File: config.mk
export PLATFORM = sky130hd
export DESIGN_NAME = display_audio_power_sequencer
export DESIGN_NICKNAME = d
export VERILOG_FILES = /design/src/hw/rtl/daps_pkg.sv /design/src/hw/rtl/display_audio_power_sequencer.sv
export SDC_FILE = /design/constraint.sdc
export NUM_CORES = 1
export LEC_CHECK = 0
export BUFFER_PORTS_ARGS = -buffer_cell sky130_fd_sc_hd__buf_4
export CELL_PAD_IN_SITES_DETAIL_PLACEMENT = 1
export CELL_PAD_IN_SITES_GLOBAL_PLACEMENT = 1
export CORE_UTILIZATION = 40
export DETAILED_ROUTE_END_ITERATION = 12
export GPL_ROUTABILITY_DRIVEN = 0
export GPL_TIMING_DRIVEN = 0
export PLACE_DENSITY = 0.8
export SLEW_MARGIN = 20
export SYNTH_ARGS = -nofsm -noshare
export SYNTH_HDL_FRONTEND = slang
export SYNTH_SLANG_ARGS = --single-unit
File: constraint.sdc
create_clock -name clk_i -period 4.7 [get_ports clk_i]
set_clock_uncertainty 0.1 [all_clocks]
set_input_delay 0 -clock clk_i [delete_from_list [all_inputs] [get_ports clk_i]]
set_output_delay 0 -clock clk_i [all_outputs]
set_load 0.02 [all_outputs]
File: src/hw/rtl/daps_pkg.sv
// ----------------------------------------------------------------------------
// Display and audio power sequencer package
// Shared widths, operation codes, register indexes and timing constants.
// ----------------------------------------------------------------------------
package daps_pkg;

  localparam int TimerBits = 16;
  localparam int PwmMax = 1000;
  localparam int DisplayStepDelayMs = 10;
  localparam int PwmOffDelayMs = 10;
  localparam int AudioStepDelayMs = 10;
  localparam int BridgePulseTicks = 10;

  localparam int CfgIdxBits = 3;

  typedef logic [TimerBits-1:0] timer_t;

  typedef enum logic [2:0] {
    OP_TICK      = 3'd0,
    OP_REQUEST   = 3'd1,
    OP_BRIGHT    = 3'd2,
    OP_BRIDGE    = 3'd3,
    OP_FORCE_OFF = 3'd4,
    OP_SAFE      = 3'd5,
    OP_STARTUP   = 3'd6,
    OP_NONE      = 3'd7
  } op_e;

  typedef enum logic [CfgIdxBits-1:0] {
    CFG_SCALER_GOOD   = 3'd0,
    CFG_LCD_GOOD      = 3'd1,
    CFG_BL_GOOD       = 3'd2,
    CFG_VERIFY_TO     = 3'd3,
    CFG_PGOOD_TO      = 3'd4,
    CFG_SUSPEND_LOW   = 3'd5,
    CFG_BUTTON_PULSE  = 3'd6,
    CFG_COOLDOWN      = 3'd7
  } cfg_idx_e;

  typedef enum logic [4:0] {
    DS_IDLE, DS_U_SCALER, DS_U_WSCALER, DS_U_VSCALER, DS_U_RST, DS_U_WRST,
    DS_U_LCD, DS_U_WLCD, DS_U_VLCD, DS_U_BL, DS_U_VBL, DS_U_DONE,
    DS_D_PWM, DS_D_WPWM, DS_D_BL, DS_D_WBL, DS_D_LCD, DS_D_WLCD,
    DS_D_RST, DS_D_SCALER, DS_D_DONE,
    DS_B_PWM, DS_B_WAIT, DS_B_GPIO, DS_B_DONE
  } disp_step_e;

  typedef enum logic [3:0] {
    AS_IDLE, AS_ON_PWR, AS_ON_WSDZ, AS_ON_SDZ, AS_ON_WMUTE, AS_ON_DONE,
    AS_OFF_MUTE, AS_OFF_WAIT, AS_OFF_SDZ, AS_OFF_PWR, AS_OFF_DONE
  } aud_step_e;

  localparam logic [6:0] BitScaler = 7'h01;
  localparam logic [6:0] BitLcd    = 7'h02;
  localparam logic [6:0] BitBl     = 7'h04;
  localparam logic [6:0] BitAudio  = 7'h08;
  localparam logic [6:0] BitTouch  = 7'h40;
  localparam logic [6:0] BitSimple = 7'h70;
  localparam logic [6:0] BitDisp   = 7'h07;

  localparam timer_t TimerMax = {TimerBits{1'b1}};

  function automatic timer_t timer_inc(timer_t t);
    timer_inc = (t == TimerMax) ? t : t + timer_t'(1);
  endfunction

  // A 16-bit delay above the saturation value is never reached.
  function automatic logic timer_ge(timer_t t, logic [15:0] d);
    timer_ge = ({16'd0, t} >= {{TimerBits{1'b0}}, d});
  endfunction

endpackage

File: src/hw/rtl/display_audio_power_sequencer.sv
// ----------------------------------------------------------------------------
// Display and audio power sequencer
// Seven-rail power-domain sequencer driven by one event word at a time.
// ----------------------------------------------------------------------------
// Each accepted event word is processed in one pass: the whole state update
// is a single combinational pass from the state registers into a result
// register, so a new word can be accepted in every cycle unless a stalled
// result holds the input, and the result for a word appears in the cycle
// after it is accepted. Events are 1 ms ticks, domain requests, brightness
// sets, bridge reset pulses, forced off, safe state and startup begin. Every
// word yields exactly one result word. The user must write configuration
// registers through the cfg port while the block is idle (not enforced).
module display_audio_power_sequencer (
  input  logic        clk_i,
  input  logic        rst_ni,
  input  logic        in_valid_i,
  output logic        in_stall_o,
  input  logic [2:0]  operation_i,
  input  logic [6:0]  domain_sel_i,
  input  logic [6:0]  domain_value_i,
  input  logic        bad_bits_i,
  input  logic [9:0]  brightness_i,
  input  logic        power_good_i,
  input  logic        suspend_level_i,
  input  logic [13:0] scaler_rail_mv_i,
  input  logic [13:0] lcd_rail_mv_i,
  input  logic [13:0] backlight_rail_mv_i,
  output logic        out_valid_o,
  input  logic        out_stall_i,
  output logic        request_rejected_o,
  output logic [6:0]  domain_state_o,
  output logic [9:0]  pwm_compare_o,
  output logic        pwm_running_o,
  output logic        bridge_reset_n_o,
  output logic        amp_shutdown_n_o,
  output logic        amp_mute_o,
  output logic        power_button_n_o,
  output logic        pgood_fault_o,
  output logic        seq_abort_o,
  input  logic        cfg_valid_i,
  output logic        cfg_ready_o,
  input  logic [daps_pkg::CfgIdxBits-1:0] cfg_index_i,
  input  logic [15:0] cfg_data_i
);
  import daps_pkg::*;

  logic [13:0] scaler_good_q, lcd_good_q, bl_good_q;
  logic [15:0] verify_to_q, pgood_to_q, sus_low_q, btn_pulse_q, cooldown_q;

  logic [6:0]  dom_q, dom_d;
  logic [9:0]  bright_q, bright_d, pwm_q, pwm_d;
  disp_step_e  ds_q, ds_d;
  aud_step_e   as_q, as_d;
  timer_t      dt_q, dt_d, at_q, at_d, bt_q, bt_d, st_q, st_d;
  timer_t      sut_q, sut_d, but_q, but_d, ct_q, ct_d;
  logic        upbl_q, upbl_d, ampa_q, ampa_d, brp_q, brp_d, sw_q, sw_d;
  logic        strk_q, strk_d, btnp_q, btnp_d, cda_q, cda_d;
  logic        p_rst_q, p_rst_d, p_sdz_q, p_sdz_d, p_mute_q, p_mute_d;
  logic        p_btn_q, p_btn_d, p_pwm_q, p_pwm_d;
  logic        rej_d, fpg_d, fab_d;
  logic        ovalid_q, rej_q, fpg_q, fab_q;

  logic        accept;
  assign in_stall_o  = ovalid_q & out_stall_i;
  assign accept      = in_valid_i & ~in_stall_o;
  assign cfg_ready_o = 1'b1;

  always_ff @(posedge clk_i or negedge rst_ni) begin
    if (!rst_ni) begin
      scaler_good_q <= '0;
      lcd_good_q    <= '0;
      bl_good_q     <= 14'd9000;
      verify_to_q   <= '0;
      pgood_to_q    <= '0;
      sus_low_q     <= '0;
      btn_pulse_q   <= '0;
      cooldown_q    <= '0;
    end else if (cfg_valid_i) begin
      case (cfg_idx_e'(cfg_index_i))
        CFG_SCALER_GOOD:  scaler_good_q <= cfg_data_i[13:0];
        CFG_LCD_GOOD:     lcd_good_q    <= cfg_data_i[13:0];
        CFG_BL_GOOD:      bl_good_q     <= cfg_data_i[13:0];
        CFG_VERIFY_TO:    verify_to_q   <= cfg_data_i;
        CFG_PGOOD_TO:     pgood_to_q    <= cfg_data_i;
        CFG_SUSPEND_LOW:  sus_low_q     <= cfg_data_i;
        CFG_BUTTON_PULSE: btn_pulse_q   <= cfg_data_i;
        CFG_COOLDOWN:     cooldown_q    <= cfg_data_i;
        default: ;
      endcase
    end
  end

  logic [6:0] m, v, st, fut;
  logic on_s, on_l, on_b, off_s, off_l, off_b, apply, nbl;
  disp_step_e nxt;
  logic [9:0] bclamp;

  always_comb begin
    dom_d = dom_q; bright_d = bright_q; pwm_d = pwm_q; ds_d = ds_q; as_d = as_q;
    dt_d = dt_q; at_d = at_q; bt_d = bt_q; st_d = st_q; sut_d = sut_q;
    but_d = but_q; ct_d = ct_q; upbl_d = upbl_q; ampa_d = ampa_q; brp_d = brp_q;
    sw_d = sw_q; strk_d = strk_q; btnp_d = btnp_q; cda_d = cda_q;
    p_rst_d = p_rst_q; p_sdz_d = p_sdz_q; p_mute_d = p_mute_q;
    p_btn_d = p_btn_q; p_pwm_d = p_pwm_q;
    rej_d = 1'b0; fpg_d = 1'b0; fab_d = 1'b0;
    m = domain_sel_i; v = domain_value_i; st = dom_q;
    fut = (st & ~m) | (v & m);
    on_s = m[0] & v[0]; on_l = m[1] & v[1]; on_b = m[2] & v[2];
    off_s = m[0] & ~v[0]; off_l = m[1] & ~v[1]; off_b = m[2] & ~v[2];
    apply = 1'b0; nbl = upbl_q; nxt = DS_IDLE;
    bclamp = (brightness_i > 10'(PwmMax)) ? 10'(PwmMax) : brightness_i;

    case (op_e'(operation_i))
      OP_TICK: begin
        dt_d = timer_inc(dt_q); at_d = timer_inc(at_q); bt_d = timer_inc(bt_q);
        st_d = timer_inc(st_q); sut_d = timer_inc(sut_q);
        but_d = timer_inc(but_q); ct_d = timer_inc(ct_q);
        if (sw_q) begin
          if (power_good_i) begin
            sw_d = 1'b0; upbl_d = 1'b0; ds_d = DS_U_SCALER;
            dom_d = dom_d | BitTouch | BitAudio;
          end else if (timer_ge(st_d, pgood_to_q)) begin
            sw_d = 1'b0; fpg_d = 1'b1;
          end
        end
        if (ds_d != DS_IDLE && ds_d < DS_D_PWM && !power_good_i) begin
          fpg_d = 1'b1; fab_d = 1'b1;
        end else begin
          case (ds_d)
            DS_U_SCALER: begin
              dom_d = dom_d | BitScaler; dt_d = '0; ds_d = DS_U_WSCALER;
            end
            DS_U_WSCALER: if (timer_ge(dt_d, 16'(DisplayStepDelayMs))) begin
              dt_d = '0; ds_d = DS_U_VSCALER;
            end
            DS_U_VSCALER: begin
              if (scaler_rail_mv_i >= scaler_good_q) ds_d = DS_U_RST;
              else if (timer_ge(dt_d, verify_to_q)) fab_d = 1'b1;
            end
            DS_U_RST: begin
              p_rst_d = 1'b1; dt_d = '0; ds_d = DS_U_WRST;
            end
            DS_U_WRST: if (timer_ge(dt_d, 16'(DisplayStepDelayMs))) ds_d = DS_U_LCD;
            DS_U_LCD: begin
              dom_d = dom_d | BitLcd; dt_d = '0; ds_d = DS_U_WLCD;
            end
            DS_U_WLCD: if (timer_ge(dt_d, 16'(DisplayStepDelayMs))) begin
              dt_d = '0; ds_d = DS_U_VLCD;
            end
            DS_U_VLCD: begin
              if (lcd_rail_mv_i >= lcd_good_q) ds_d = upbl_d ? DS_U_BL : DS_U_DONE;
              else if (timer_ge(dt_d, verify_to_q)) fab_d = 1'b1;
            end
            DS_U_BL: begin
              dom_d = dom_d | BitBl; p_pwm_d = 1'b1; pwm_d = bright_q;
              dt_d = '0; ds_d = DS_U_VBL;
            end
            DS_U_VBL: begin
              if (backlight_rail_mv_i >= bl_good_q) ds_d = DS_U_DONE;
              else if (timer_ge(dt_d, verify_to_q)) fab_d = 1'b1;
            end
            DS_D_PWM: begin
              pwm_d = '0; bright_d = '0; dt_d = '0; ds_d = DS_D_WPWM;
            end
            DS_B_PWM: begin
              pwm_d = '0; bright_d = '0; dt_d = '0; ds_d = DS_B_WAIT;
            end
            DS_D_WPWM: if (timer_ge(dt_d, 16'(PwmOffDelayMs))) ds_d = DS_D_BL;
            DS_D_BL: begin
              dom_d = dom_d & ~BitBl; dt_d = '0; ds_d = DS_D_WBL;
            end
            DS_D_WBL: if (timer_ge(dt_d, 16'(DisplayStepDelayMs))) ds_d = DS_D_LCD;
            DS_D_LCD: begin
              dom_d = dom_d & ~BitLcd; dt_d = '0; ds_d = DS_D_WLCD;
            end
            DS_D_WLCD: if (timer_ge(dt_d, 16'(DisplayStepDelayMs))) ds_d = DS_D_RST;
            DS_D_RST: begin
              p_rst_d = 1'b0; ds_d = DS_D_SCALER;
            end
            DS_D_SCALER: begin
              dom_d = dom_d & ~BitScaler; ds_d = DS_D_DONE;
            end
            DS_B_WAIT: if (timer_ge(dt_d, 16'(PwmOffDelayMs))) ds_d = DS_B_GPIO;
            DS_B_GPIO: begin
              dom_d = dom_d & ~BitBl; ds_d = DS_B_DONE;
            end
            default: ds_d = DS_IDLE;
          endcase
        end
        case (as_q)
          AS_ON_PWR: begin
            dom_d = dom_d | BitAudio; at_d = '0; as_d = AS_ON_WSDZ;
          end
          AS_ON_WSDZ: if (timer_ge(at_d, 16'(AudioStepDelayMs))) as_d = AS_ON_SDZ;
          AS_ON_SDZ: begin
            p_sdz_d = 1'b1; at_d = '0; as_d = AS_ON_WMUTE;
          end
          AS_ON_WMUTE: if (timer_ge(at_d, 16'(AudioStepDelayMs))) as_d = AS_ON_DONE;
          AS_ON_DONE: begin
            p_mute_d = 1'b0; ampa_d = 1'b1; as_d = AS_IDLE;
          end
          AS_OFF_MUTE: begin
            p_mute_d = 1'b1; at_d = '0; as_d = AS_OFF_WAIT;
          end
          AS_OFF_WAIT: if (timer_ge(at_d, 16'(AudioStepDelayMs))) as_d = AS_OFF_SDZ;
          AS_OFF_SDZ: begin
            p_sdz_d = 1'b0; as_d = AS_OFF_PWR;
          end
          AS_OFF_PWR: begin
            dom_d = dom_d & ~BitAudio; ampa_d = 1'b0; as_d = AS_OFF_DONE;
          end
          default: as_d = AS_IDLE;
        endcase
        if (brp_q && timer_ge(bt_d, 16'(BridgePulseTicks))) begin
          p_rst_d = 1'b1; brp_d = 1'b0;
        end
        if (btnp_q) begin
          if (timer_ge(but_d, btn_pulse_q)) begin
            p_btn_d = 1'b1; btnp_d = 1'b0; cda_d = 1'b1; ct_d = '0;
          end
        end else if (!power_good_i) begin
          strk_d = 1'b0;
        end else if (!(cda_q && !timer_ge(ct_d, cooldown_q))) begin
          if (!suspend_level_i) begin
            if (!strk_q) begin
              strk_d = 1'b1; sut_d = '0;
            end else if (timer_ge(sut_d, sus_low_q)) begin
              p_btn_d = 1'b0; btnp_d = 1'b1; but_d = '0; strk_d = 1'b0;
            end
          end else begin
            strk_d = 1'b0;
          end
        end
      end
      OP_REQUEST: begin
        if (bad_bits_i) rej_d = 1'b1;
        else if (on_b && (!fut[0] || !fut[1])) rej_d = 1'b1;
        else if (on_l && !fut[0]) rej_d = 1'b1;
        else if ((m & BitDisp) != '0) begin
          if (ds_q != DS_IDLE) rej_d = 1'b1;
          else if (off_s || off_l) begin
            nxt = DS_D_PWM; apply = 1'b1;
          end else if (off_b && st[2]) begin
            nxt = DS_B_PWM; apply = 1'b1;
          end else if (on_s && !st[0]) begin
            if (!power_good_i) rej_d = 1'b1;
            else begin
              nbl = on_b; nxt = DS_U_SCALER; apply = 1'b1;
            end
          end else if (on_l && st[0] && !st[1]) begin
            if (!power_good_i) rej_d = 1'b1;
            else begin
              nbl = on_b; nxt = DS_U_RST; apply = 1'b1;
            end
          end else if (on_b && st[0] && st[1] && !st[2]) begin
            if (!power_good_i) rej_d = 1'b1;
            else begin
              nxt = DS_U_BL; apply = 1'b1;
            end
          end
        end
        if (!rej_d) begin
          dom_d = (dom_q & ~(m & BitSimple)) | (v & m & BitSimple);
          if (m[3]) begin
            if (v[3]) begin
              if (as_q == AS_IDLE && !ampa_q) as_d = dom_d[3] ? AS_ON_SDZ : AS_ON_PWR;
            end else if (as_q != AS_IDLE || dom_d[3]) begin
              as_d = AS_OFF_MUTE;
            end
          end
          if (apply) begin
            upbl_d = nbl; ds_d = nxt;
          end
        end
      end
      OP_BRIGHT: begin
        bright_d = bclamp;
        if (dom_q[2] && (ds_q == DS_IDLE || (ds_q >= DS_U_SCALER && ds_q <= DS_U_DONE)))
          pwm_d = bclamp;
      end
      OP_BRIDGE: begin
        if (dom_q[0] && dom_q[1] && ds_q == DS_IDLE && !brp_q) begin
          p_rst_d = 1'b0; brp_d = 1'b1; bt_d = '0;
        end
      end
      OP_FORCE_OFF: begin
        if (m[3]) begin
          p_mute_d = 1'b1; p_sdz_d = 1'b0; dom_d = dom_d & ~BitAudio;
          as_d = AS_IDLE; ampa_d = 1'b0;
        end
        if ((m & BitDisp) != '0) begin
          pwm_d = '0; p_rst_d = 1'b0; dom_d = dom_d & ~BitDisp; bright_d = '0;
          ds_d = DS_IDLE; brp_d = 1'b0;
        end
        dom_d = dom_d & ~(m & BitSimple);
      end
      OP_SAFE: begin
        p_sdz_d = 1'b0; p_mute_d = 1'b1; p_btn_d = 1'b1; p_rst_d = 1'b0;
        pwm_d = '0; dom_d = '0; bright_d = '0; ds_d = DS_IDLE; as_d = AS_IDLE;
        sw_d = 1'b0; ampa_d = 1'b0;
      end
      OP_STARTUP: begin
        sw_d = 1'b1; st_d = '0;
      end
      default: ;
    endcase
  end

  always_ff @(posedge clk_i or negedge rst_ni) begin
    if (!rst_ni) begin
      dom_q <= '0; bright_q <= '0; pwm_q <= '0; ds_q <= DS_IDLE; as_q <= AS_IDLE;
      dt_q <= '0; at_q <= '0; bt_q <= '0; st_q <= '0; sut_q <= '0;
      but_q <= '0; ct_q <= '0; upbl_q <= 1'b0; ampa_q <= 1'b0; brp_q <= 1'b0;
      sw_q <= 1'b0; strk_q <= 1'b0; btnp_q <= 1'b0; cda_q <= 1'b0;
      p_rst_q <= 1'b0; p_sdz_q <= 1'b0; p_mute_q <= 1'b1; p_btn_q <= 1'b1;
      p_pwm_q <= 1'b0; ovalid_q <= 1'b0; rej_q <= 1'b0; fpg_q <= 1'b0;
      fab_q <= 1'b0;
    end else begin
      if (accept) begin
        dom_q <= dom_d; bright_q <= bright_d; pwm_q <= pwm_d; ds_q <= ds_d;
        as_q <= as_d; dt_q <= dt_d; at_q <= at_d; bt_q <= bt_d; st_q <= st_d;
        sut_q <= sut_d; but_q <= but_d; ct_q <= ct_d; upbl_q <= upbl_d;
        ampa_q <= ampa_d; brp_q <= brp_d; sw_q <= sw_d; strk_q <= strk_d;
        btnp_q <= btnp_d; cda_q <= cda_d; p_rst_q <= p_rst_d; p_sdz_q <= p_sdz_d;
        p_mute_q <= p_mute_d; p_btn_q <= p_btn_d; p_pwm_q <= p_pwm_d;
        rej_q <= rej_d; fpg_q <= fpg_d; fab_q <= fab_d;
        ovalid_q <= 1'b1;
      end else if (!out_stall_i) begin
        ovalid_q <= 1'b0;
      end
    end
  end

  assign out_valid_o        = ovalid_q;
  assign request_rejected_o = rej_q;
  assign domain_state_o     = dom_q;
  assign pwm_compare_o      = pwm_q;
  assign pwm_running_o      = p_pwm_q;
  assign bridge_reset_n_o   = p_rst_q;
  assign amp_shutdown_n_o   = p_sdz_q;
  assign amp_mute_o         = p_mute_q;
  assign power_button_n_o   = p_btn_q;
  assign pgood_fault_o      = fpg_q;
  assign seq_abort_o        = fab_q;

  a_pwm_range: assert property (@(posedge clk_i) disable iff (!rst_ni)
    pwm_q <= 10'(PwmMax)) else $error("pwm compare above limit");
  a_stall_hold: assert property (@(posedge clk_i) disable iff (!rst_ni)
    ovalid_q && out_stall_i |=> ovalid_q && $stable(dom_q))
    else $error("result changed while stalled");
  a_stall_src: assert property (@(posedge clk_i) disable iff (!rst_ni)
    in_stall_o |-> ovalid_q) else $error("input stalled with no result waiting");
  a_out_drop: assert property (@(posedge clk_i) disable iff (!rst_ni)
    ovalid_q && !out_stall_i && !in_valid_i |=> !ovalid_q)
    else $error("result word repeated");
endmodule
### Yosys cells after proc, flatten, opt, wreduce, memory -nomap -nowiden

Index checks and enable logic that the tools add are counted.

| cells by class | value |
|---|---|
| order comparisons | 15 |
| reductions and logical operators | 82 |
| $add $sub $neg | 7 |
| muxes and demuxes | 187 |
| eq/ne operators | 87 |
| bitwise operators | 22 |

Operator list:

| operator | count |
|---|---|
| two-way mux 16 bit | 24 |
| two-way mux 5 bit | 26 |
| adder 16 x 1 -> 16 bit (second input constant) | 7 |
| equality test 16 bit (second input constant) | 7 |
| case mux 5 bit (21 select lines) | 1 |
| case mux 16 bit (2 select lines) | 3 |
| two-way mux 1 bit | 84 |
| >= comparator 16 bit | 5 |
| case mux 10 bit (4 select lines) | 2 |
| two-way mux 10 bit | 6 |
| >= comparator 16 x 4 -> 1 bit (second input constant) | 3 |
| two-way mux 4 bit | 12 |
| >= comparator 14 bit | 3 |
| != test 3 bit (second input constant) | 13 |
| != test 2 bit (second input constant) | 18 |
| equality test 5 x 4 -> 1 bit (second input constant) | 7 |
| equality test 5 bit (second input constant) | 7 |
| case mux 4 bit (8 select lines) | 1 |
| two-way mux 7 bit | 4 |
| case mux 7 bit (4 select lines) | 1 |
| AND reduction 4 bit | 6 |
| AND reduction 2 bit | 11 |
| AND 7 bit | 3 |
| equality test 3 bit (second input constant) | 7 |
| other kinds (54) | 139 |

| word-level totals | value |
|---|---|
| flip-flop bits (word level) | 286 |
| bits of input ports | 96 |
| logic and storage cells | 436 |

### Depth between registers and ports, before layout

Gate-level depths: netlist of the first run.

| logic depth | value |
|---|---|
| depth in word-level cells | 18 |
| mapped depth | 18 |

### Worst setup path after synthesis of the first run

OpenSTA, ideal clock, no wires.

| path | value |
|---|---|
| path type | register to register |
| start | register ct_q[0] |
| end | register sut_q[8] |
| stages on the path, launching flop included | 19 |
| library setup time | 0.121 ns |
| arrival | 3.880 ns |
| required time | 4.479 ns |
| path slack | 0.599 ns |
| cell sequence | dfrtp_1 ha_1 nand2_1 or3_1 nor2_1 nand2_1 clkbuf_1 nand3_1 xnor2_1 ha_1 a21o_1 a21o_1 a211oi_1 o31a_1 or2_1 a211oi_1 clkbuf_1 o21ai_0 a22o_1 |

| between the ends | value |
|---|---|
| longest elaborated chain between the ends | 8 |
| elaborated cells between the ends (all ways) | 9 |

Ends and longest elaborated chain:

| what | line | source |
|---|---|---|
| from (decl) | display_audio_power_sequencer.sv:55 | `timer_t sut_q, sut_d, but_q, but_d, ct_q, ct_d;` |
| from (signal assigned) | display_audio_power_sequencer.sv:322 | `sut_q <= sut_d; but_q <= but_d; ct_q <= ct_d; upbl_q <= upbl_d;` |
| adder 16 x 1 -> 16 bit or equality test 16 bit (tied branches) | daps_pkg.sv:64 | `timer_inc = (t == TimerMax) ? t : t + timer_t'(1);` |
| two-way mux 16 bit * | daps_pkg.sv:64 |  |
| >= comparator 16 bit * | daps_pkg.sv:69 | `timer_ge = ({16'd0, t} >= {{TimerBits{1'b0}}, d});` |
| zero test 1 bit * | display_audio_power_sequencer.sv:223 | `end else if (!(cda_q && !timer_ge(ct_d, cooldown_q))) begin` |
| logical AND 1 bit * | display_audio_power_sequencer.sv:223 |  |
| two-way mux 16 bit * | display_audio_power_sequencer.sv:223 |  |
| two-way mux 16 bit * | display_audio_power_sequencer.sv:221 | `end else if (!power_good_i) begin` |
| two-way mux 16 bit * | display_audio_power_sequencer.sv:217 | `if (btnp_q) begin` |
| to (signal assigned) | display_audio_power_sequencer.sv:322 |  |
| to (decl) | display_audio_power_sequencer.sv:55 |  |

Every way passes the cells marked *; elsewhere a longest branch is shown, timed or not.
A chain may end at the register's enable or synchronous reset.

### Final worst setup path of the first run

| path | value |
|---|---|
| start | register sut_q[4] |
| end | register but_q[14] |

| between the ends | value |
|---|---|
| longest elaborated chain between the ends | 9 |
| elaborated cells between the ends (all ways) | 10 |

Ends and longest elaborated chain:

| what | line | source |
|---|---|---|
| adder 16 x 1 -> 16 bit or equality test 16 bit (tied branches) | daps_pkg.sv:64 |  |
| two-way mux 16 bit * | daps_pkg.sv:64 |  |
| >= comparator 16 bit * | daps_pkg.sv:69 |  |
| two-way mux 16 bit * | display_audio_power_sequencer.sv:227 | `end else if (timer_ge(sut_d, sus_low_q)) begin` |
| two-way mux 16 bit * | display_audio_power_sequencer.sv:225 | `if (!strk_q) begin` |
| two-way mux 16 bit * | display_audio_power_sequencer.sv:224 | `if (!suspend_level_i) begin` |
| two-way mux 16 bit * | display_audio_power_sequencer.sv:223 |  |
| two-way mux 16 bit * | display_audio_power_sequencer.sv:221 |  |
| two-way mux 16 bit * | display_audio_power_sequencer.sv:217 |  |
| to (signal assigned) | display_audio_power_sequencer.sv:322 |  |
| to (decl) | display_audio_power_sequencer.sv:55 |  |

Marked as above.

==> results of run 1 <==
-- area by class of cell --
type / instances / area share (%)
clock buffer: 52 / 4.871
sequential: 286 / 31.99
inverter: 157 / 2.631
multi-input combinational: 1576 / 46.98
buffer: 103 / 1.916
antenna: 2 / 0.02234
clock inverter: 11 / 0.8825
timing repair buffer: 188 / 7.362
tap: 600 / 3.351
-- tightest hold or removal path: stages --
cell     delay [ps]
buf_4            80
nand2_1          90
nand2_1         330
o31ai_1         140
-- timing repair --
item,in CTS,in global routing
pin swaps,1,5
buffers inserted,1,5
endpoints found under the setup margin,33,39
hold buffers,61,0
resized for setup,9,13
hold endpoints to repair,374,0
-- cells by family (layout without fill, tap and decap cells) --
logic type / after synthesis / in the layout / synth area share, %
DFF: 286 / 286 / 38.54
other: 1 / 3 / 0.02017
and+or+nand+nor: 706 / 706 / 18.68
xor gates and xnor gates: 67 / 67 / 3.156
muxes: 96 / 96 / 5.741
adders and majority gates: 129 / 129 / 8.668
buffers and inverters: 261 / 511 / 5.478
AOI/OAI and AO/OA: 577 / 577 / 19.71
-- metal layers --
layer	routed length, µm	share of wire [%]
met5	0	0
met4	2677	4.1
met3	2906	4.5
met1	27970	43
met2	31690	49
-- how the worst max path moves through the flow --
stage,to,cells past startpoint,start
after detailed placement,but_q[11]$_DFFE_PN0P_,17,sut_q[3]$_DFFE_PN0P_
after CTS,but_q[4]$_DFFE_PN0P_,16,sut_q[4]$_DFFE_PN0P_
after global routing,but_q[5]$_DFFE_PN0P_,15,sut_q[4]$_DFFE_PN0P_
final,but_q[14]$_DFFE_PN0P_,15,sut_q[4]$_DFFE_PN0P_
after floorplan,sut_q[8]$_DFFE_PN0P_,18,ct_q[0]$_DFFE_PN0P_
after global placement,sut_q[10]$_DFFE_PN0P_,18,ct_q[0]$_DFFE_PN0P_
-- layout by cell type (no fill, tap or decap), drive strengths merged, types with 29 or more instances in the layout --
cell	n
nor2	129
nand2b	30
nand4	35
nor3	43
ha	128
buf	154
mux2	85
clkbuf	129
nand2	241
xnor2	42
inv	158
a21oi	115
a22o	44
o31ai	33
and3	29
o21ai	216
dfrtp	279
nand3	75
dlygate4sd3	60
-- registers in the layout (all words and copies together) (netlist names), 4 cells and up --
signal / flops
domain_state_o: 7
cooldown_q: 16
bl_good_q: 14
lcd_good_q: 14
ct_q: 16
pgood_to_q: 16
btn_pulse_q: 16
ds_q: 5
verify_to_q: 16
but_q: 16
bright_q: 10
st_q: 16
dt_q: 16
pwm_compare_o: 10
at_q: 16
bt_q: 16
sus_low_q: 16
as_q: 4
sut_q: 16
scaler_good_q: 14
-- power breakdown --
part	switching (mW)	internal, mW
Combinational	1.22	0.853
Sequential	0.266	2.83
Clock	1.15	1.89
Total	2.63	5.57
-- metrics by stage --
stage	setup WS (ps)	utilization (%)
floorplan	599.1	-
global placement	-542.8	44.38
detailed placement	-532.3	44.60
CTS	-27.02	48.93
global route	-24.32	49.14
finish	142.5	49.15
==> impl_metrics.ini, run 1 <==
[outcome]
status = completed

[floorplan]
rows = 78
floorplan.die.height_um = 217.6
die_area_mm2 = 0.04735
die_w_um = 217.6
start_util_pct = 40.79
fp.coreArea_mm2 = 0.04558
pin_count = 124

[placement]
hpwlAfterDp_um = 44540
place_area_mm2 = 0.02033
dp_cells = 2844
port-buffer-count = 118

[critical_path]
max_stage_delay_ps = 490
crit_type = reg2reg
arrival_ps = 4940
cp-end-kind = register
r2r_end = but_q[14]$_DFFE_PN0P_
reg2reg_setup_slack_ps = 140
crit_path_max_fanout = 8
cp_top_family = simple AND/OR/NAND/NOR gates
path_common_cell = and3_1
r2r-start = sut_q[4]$_DFFE_PN0P_
path_cells = and3_1 > and3_1 > and4_1 > and4_2 > nor2_2 > and3_1 > xor2_1 > ha_1 > a21o_1 > a21oi_1 > o221ai_1 > o31ai_4 > a211oi_4 > nor2_2 > a22o_1
worst-path-buf-inv = 0
cp_slowest_cell = o31ai_4
worstPathRequired_ps = 5080
worstSetupStartpointType = register
reg2reg_depth = 15

[final_layout]
final_area_mm2 = 0.02240
drive_above_1_share_pct = 14.50
n_fill_cell = 5301
multiInputGateArea_mm2 = 0.01052
fin_cells = 2975
syn_to_final_growth_pct = 20.49
seqCellArea_mm2 = 0.007166
finalNetCount = 2572

[cts]
cts.sinks = 286
clk_pin_slew_worst_paths_ps = 60
cts-htree-levels = 2
cts_inserted_buffers = 36
clk_latency_ps = 570
cts_tree = done
cts.root.buffer_cell = clkbuf_16
max-clock-path-buffers = 3

[global_routing]
grt_max_degree = 85
antenna_found_initial = 1
grt_use_met1_pct = 35.14
grt_use_met2_pct = 46.49
grtUsageMet3_pct = 3.598
grt_pass1_vias = 18500
overflow = 0
top_usage_layer = met2
grt_pass1_wl_um = 102600
grtUsageTotal_pct = 27.46

[detailed_routing]
vias = 17590
wire_per_inst_um = 21.93
viasPerCell = 5.913
wl_um = 65240
detail_route.first_pass.iterations = 5
ant_nets = 0
drt_iter0_drc = 1209
drc = 0

[timing]
setup_viol = 0
finalCriticalPeriod_ps = 4557
hold_viol_final = 0
fmax_mhz = 219.4
fin_crit_sh_pct = 96.97
maxSlewHeadroom_pct = 25.97
holdWs_ps = 43.07
tns_ps = 0
worst_pin_slew_ps = 1102
maxSlewViolCount = 0

[min_path]
hp-start = out_stall_i
hold_path_end = request_rejected_o$_DFFE_PN0P_
min_path_type = in2reg
hold_depth = 4

[synth]
synth_top_area_cell = dfrtp_1
ys_seq_area_share_pct = 38.54
ys_warn_count = 0
synthTopCellsByCount = dfrtp_1 (279), nand2_1 (241), o21ai_0 (216)
synth_area_per_cell_um2 = 8.757
synth_top_area_share_pct = 37.55
yosys-top-cells-area = dfrtp_1 (38%), ha_1 (8.6%), o21ai_0 (5.8%), mux2_2 (5.1%), nand2_1 (4.9%)
postSynthCellCount = 2123
synthesis.nets = 2347
yosysMostFrequentCell = dfrtp_1
synth_top_flop_cell = dfrtp_1
syn-cell-area_mm2 = 0.01859
synth-edff-count = 0
yosysUniqueCellTypes = 83
synthArstFlopShare_pct = 100.0
ys_seq_elements = 286

[power]
p_leak_nw = 10.09
vdd_drop_max_mv = 0.2411
power_mw = 8.205
pwr_density_cell_mw_per_mm2 = 366.3

[run]
cap_violations = 0
(Power assumes the default switching activity.)
==> run 2, diff against run 1 <==
- CORE_UTILIZATION: 40 -> 47
- PLACE_DENSITY: 0.8 -> 0.9
==> run 2 against run 1 <==
The run now ends with negative setup slack left. Via count up 16%. Combinational power up 17%. Power up 4.8%. Sequential power up 3%. Wire length up 33%. Global-route usage up 15 points. Sequential share of layout area up 0.32 points. Sequential cell count unchanged. Highest routed layer is now met5.
==> impl_metrics.ini, run 2 (synthesis gave the netlist of run 1 again) <==
[cts]
cts.root.buffer_cell = clkbuf_16
cts.sinks = 286
cts_inserted_buffers = 34
cts-htree-levels = 2
max-clock-path-buffers = 3
cts_tree = done
clk_latency_ps = 590
clk_pin_slew_worst_paths_ps = 60

[detailed_routing]
drc = 0
ant_nets = 0
wire_per_inst_um = 30.15
vias = 20360
wl_um = 87100
viasPerCell = 7.047
drt_iter0_drc = 2504
detail_route.first_pass.iterations = 6

[floorplan]
die_w_um = 200.9
rows = 72
fp.coreArea_mm2 = 0.03883
start_util_pct = 47.88
die_area_mm2 = 0.04036
floorplan.die.height_um = 200.9
pin_count = 124

[critical_path]
cp_slowest_cell = a211oi_4
worstPathRequired_ps = 5050
cp-end-kind = register
path_cells = and3_1 > and3_1 > and4_1 > and4_2 > nor2_2 > and3_1 > xor2_1 > ha_1 > a21o_1 > a21oi_1 > o221ai_1 > o221a_2 > o31ai_4 > a211oi_4 > nor2_4 > a22o_1
crit_type = reg2reg
crit_path_max_fanout = 8
cp_top_family = compound AO/OA/AOI/OAI gates
arrival_ps = 5150
worstSetupStartpointType = register
path_common_cell = and3_1
worst-path-buf-inv = 0
max_stage_delay_ps = 510

[global_routing]
antenna_found_initial = 8
grt_pass1_vias = 21700
grtUsageTotal_pct = 42.70
overflow = 0
grt_max_degree = 93
grt_pass1_wl_um = 132200

[outcome]
violations = negative setup slack
status = complete, but fails checks

[placement]
hpwlAfterDp_um = 46890
place_area_mm2 = 0.02023
port-buffer-count = 118
place_ws_ps = -328.3

[timing]
setup_viol = 13
setup_slack_ps = -98.55
worst_pin_slew_ps = 1196
fin_crit_sh_pct = 102.1
rsz0062_at_grt = yes
tns_ps = -866.4
fmax_mhz = 208.4
maxSlewViolCount = 0
hold_viol_final = 0
maxSlewHeadroom_pct = 19.37
holdWs_ps = 50.48
finalCriticalPeriod_ps = 4799

[min_path]
min_path_type = in2reg

[power]
pwr_density_cell_mw_per_mm2 = 387.6
vdd_drop_max_mv = 0.3730
p_leak_nw = 10.04

[final_layout]
syn_to_final_growth_pct = 19.29
final_common_cell = dfrtp_1
drive_above_1_share_pct = 14.62
final_cell_mix = dfrtp_1 (278), nand2_1 (241), o21ai_0 (212)
finalNetCount = 2566
final_core_util_pct = 57.12
n_fill_cell = 4401
final_area_mm2 = 0.02218

[run]
cap_violations = 0
[run 2: changes by cell type in the layout (fill, tap and decap cells not counted), sizes merged]
cell	delta
bufinv	-2
buf	+4
diode	+2
inv	-1
clkinv	+2
dlygate4sd3	-6
clkbuf	-2
clkinvlp	-1
[run 2: per-layer routing]
layer	global-route usage [%]	up-vias	routed length, µm
li1	-	8028	-
met1	48.14	9965	30010
met2	66.68	1645	39210
met3	13.47	718	9474
met4	34.49	4	8384
met5	0	-	19
[run 2: per-stage QoR]
stage               std cells  total power [mW]
floorplan                2123             4.330
global placement         2759             4.905
detailed placement       2762             5.139
CTS                      2880             8.183
global route             2885             8.757
finish                   2889             8.596
[run 2: worst paths after layout]
path / slack (ps) / to / from / cells after the start
min in group asynchronous: 470 / bl_good_q[13]$_DFFE_PN1P_ / rst_ni / 3
max: -100 / but_q[1]$_DFFE_PN0P_ / sut_q[4]$_DFFE_PN0P_ / 16
min reg2reg: 400 / pwm_compare_o[4]$_DFFE_PN0P_ / pwm_compare_o[4]$_DFFE_PN0P_ / 2
max reg2reg: -100 / but_q[1]$_DFFE_PN0P_ / sut_q[4]$_DFFE_PN0P_ / 16
min: 50 / ds_q[0]$_DFFE_PN0P_ / domain_sel_i[2] / 5
max in group asynchronous: 3060 / power_button_n_o$_DFFE_PN1P_ / rst_ni / 5
[run 2: what timing repair did]
item | in CTS | in global routing
gates resized for setup | 13 | 18
buffers inserted | 2 | 6
endpoints found under the hold margin | 353 | 0
hold buffers | 55 | 0
pin swaps | 1 | 4
endpoints found under the setup margin | 34 | 42
[run 2: report_power, final]
group | switching (mW) | internal [mW]
logic | 1.54 | 0.882
registers | 0.342 | 2.83
clock network | 1.26 | 1.74
total | 3.14 | 5.46
[run 2: cell type report]
type / instances / area, µm² / area share [%]
Antenna cell: 4 / 10.01 / 0.04513
Buffer: 103 / 437.9 / 1.974
Clock buffer: 52 / 1072 / 4.835
Clock inverter: 9 / 120.1 / 0.5416
Inverter: 157 / 589.3 / 2.657
Multi-Input combinational cell: 1576 / 10530 / 47.48
Sequential cell: 286 / 7167 / 32.31
Tap cell: 518 / 648.1 / 2.922
Timing Repair Buffer: 184 / 1604 / 7.232
[run 2: worst reg2reg max path: cells and delay by family, from the launching register on]
| kind | cells | cell delay (ps) |
|---|---|---|
| xor+xnor | 1 | 260 |
| simple gates | 7 | 1680 |
| flops | 1 | 460 |
| compound gates | 7 | 1940 |
| fa+ha+maj | 1 | 220 |
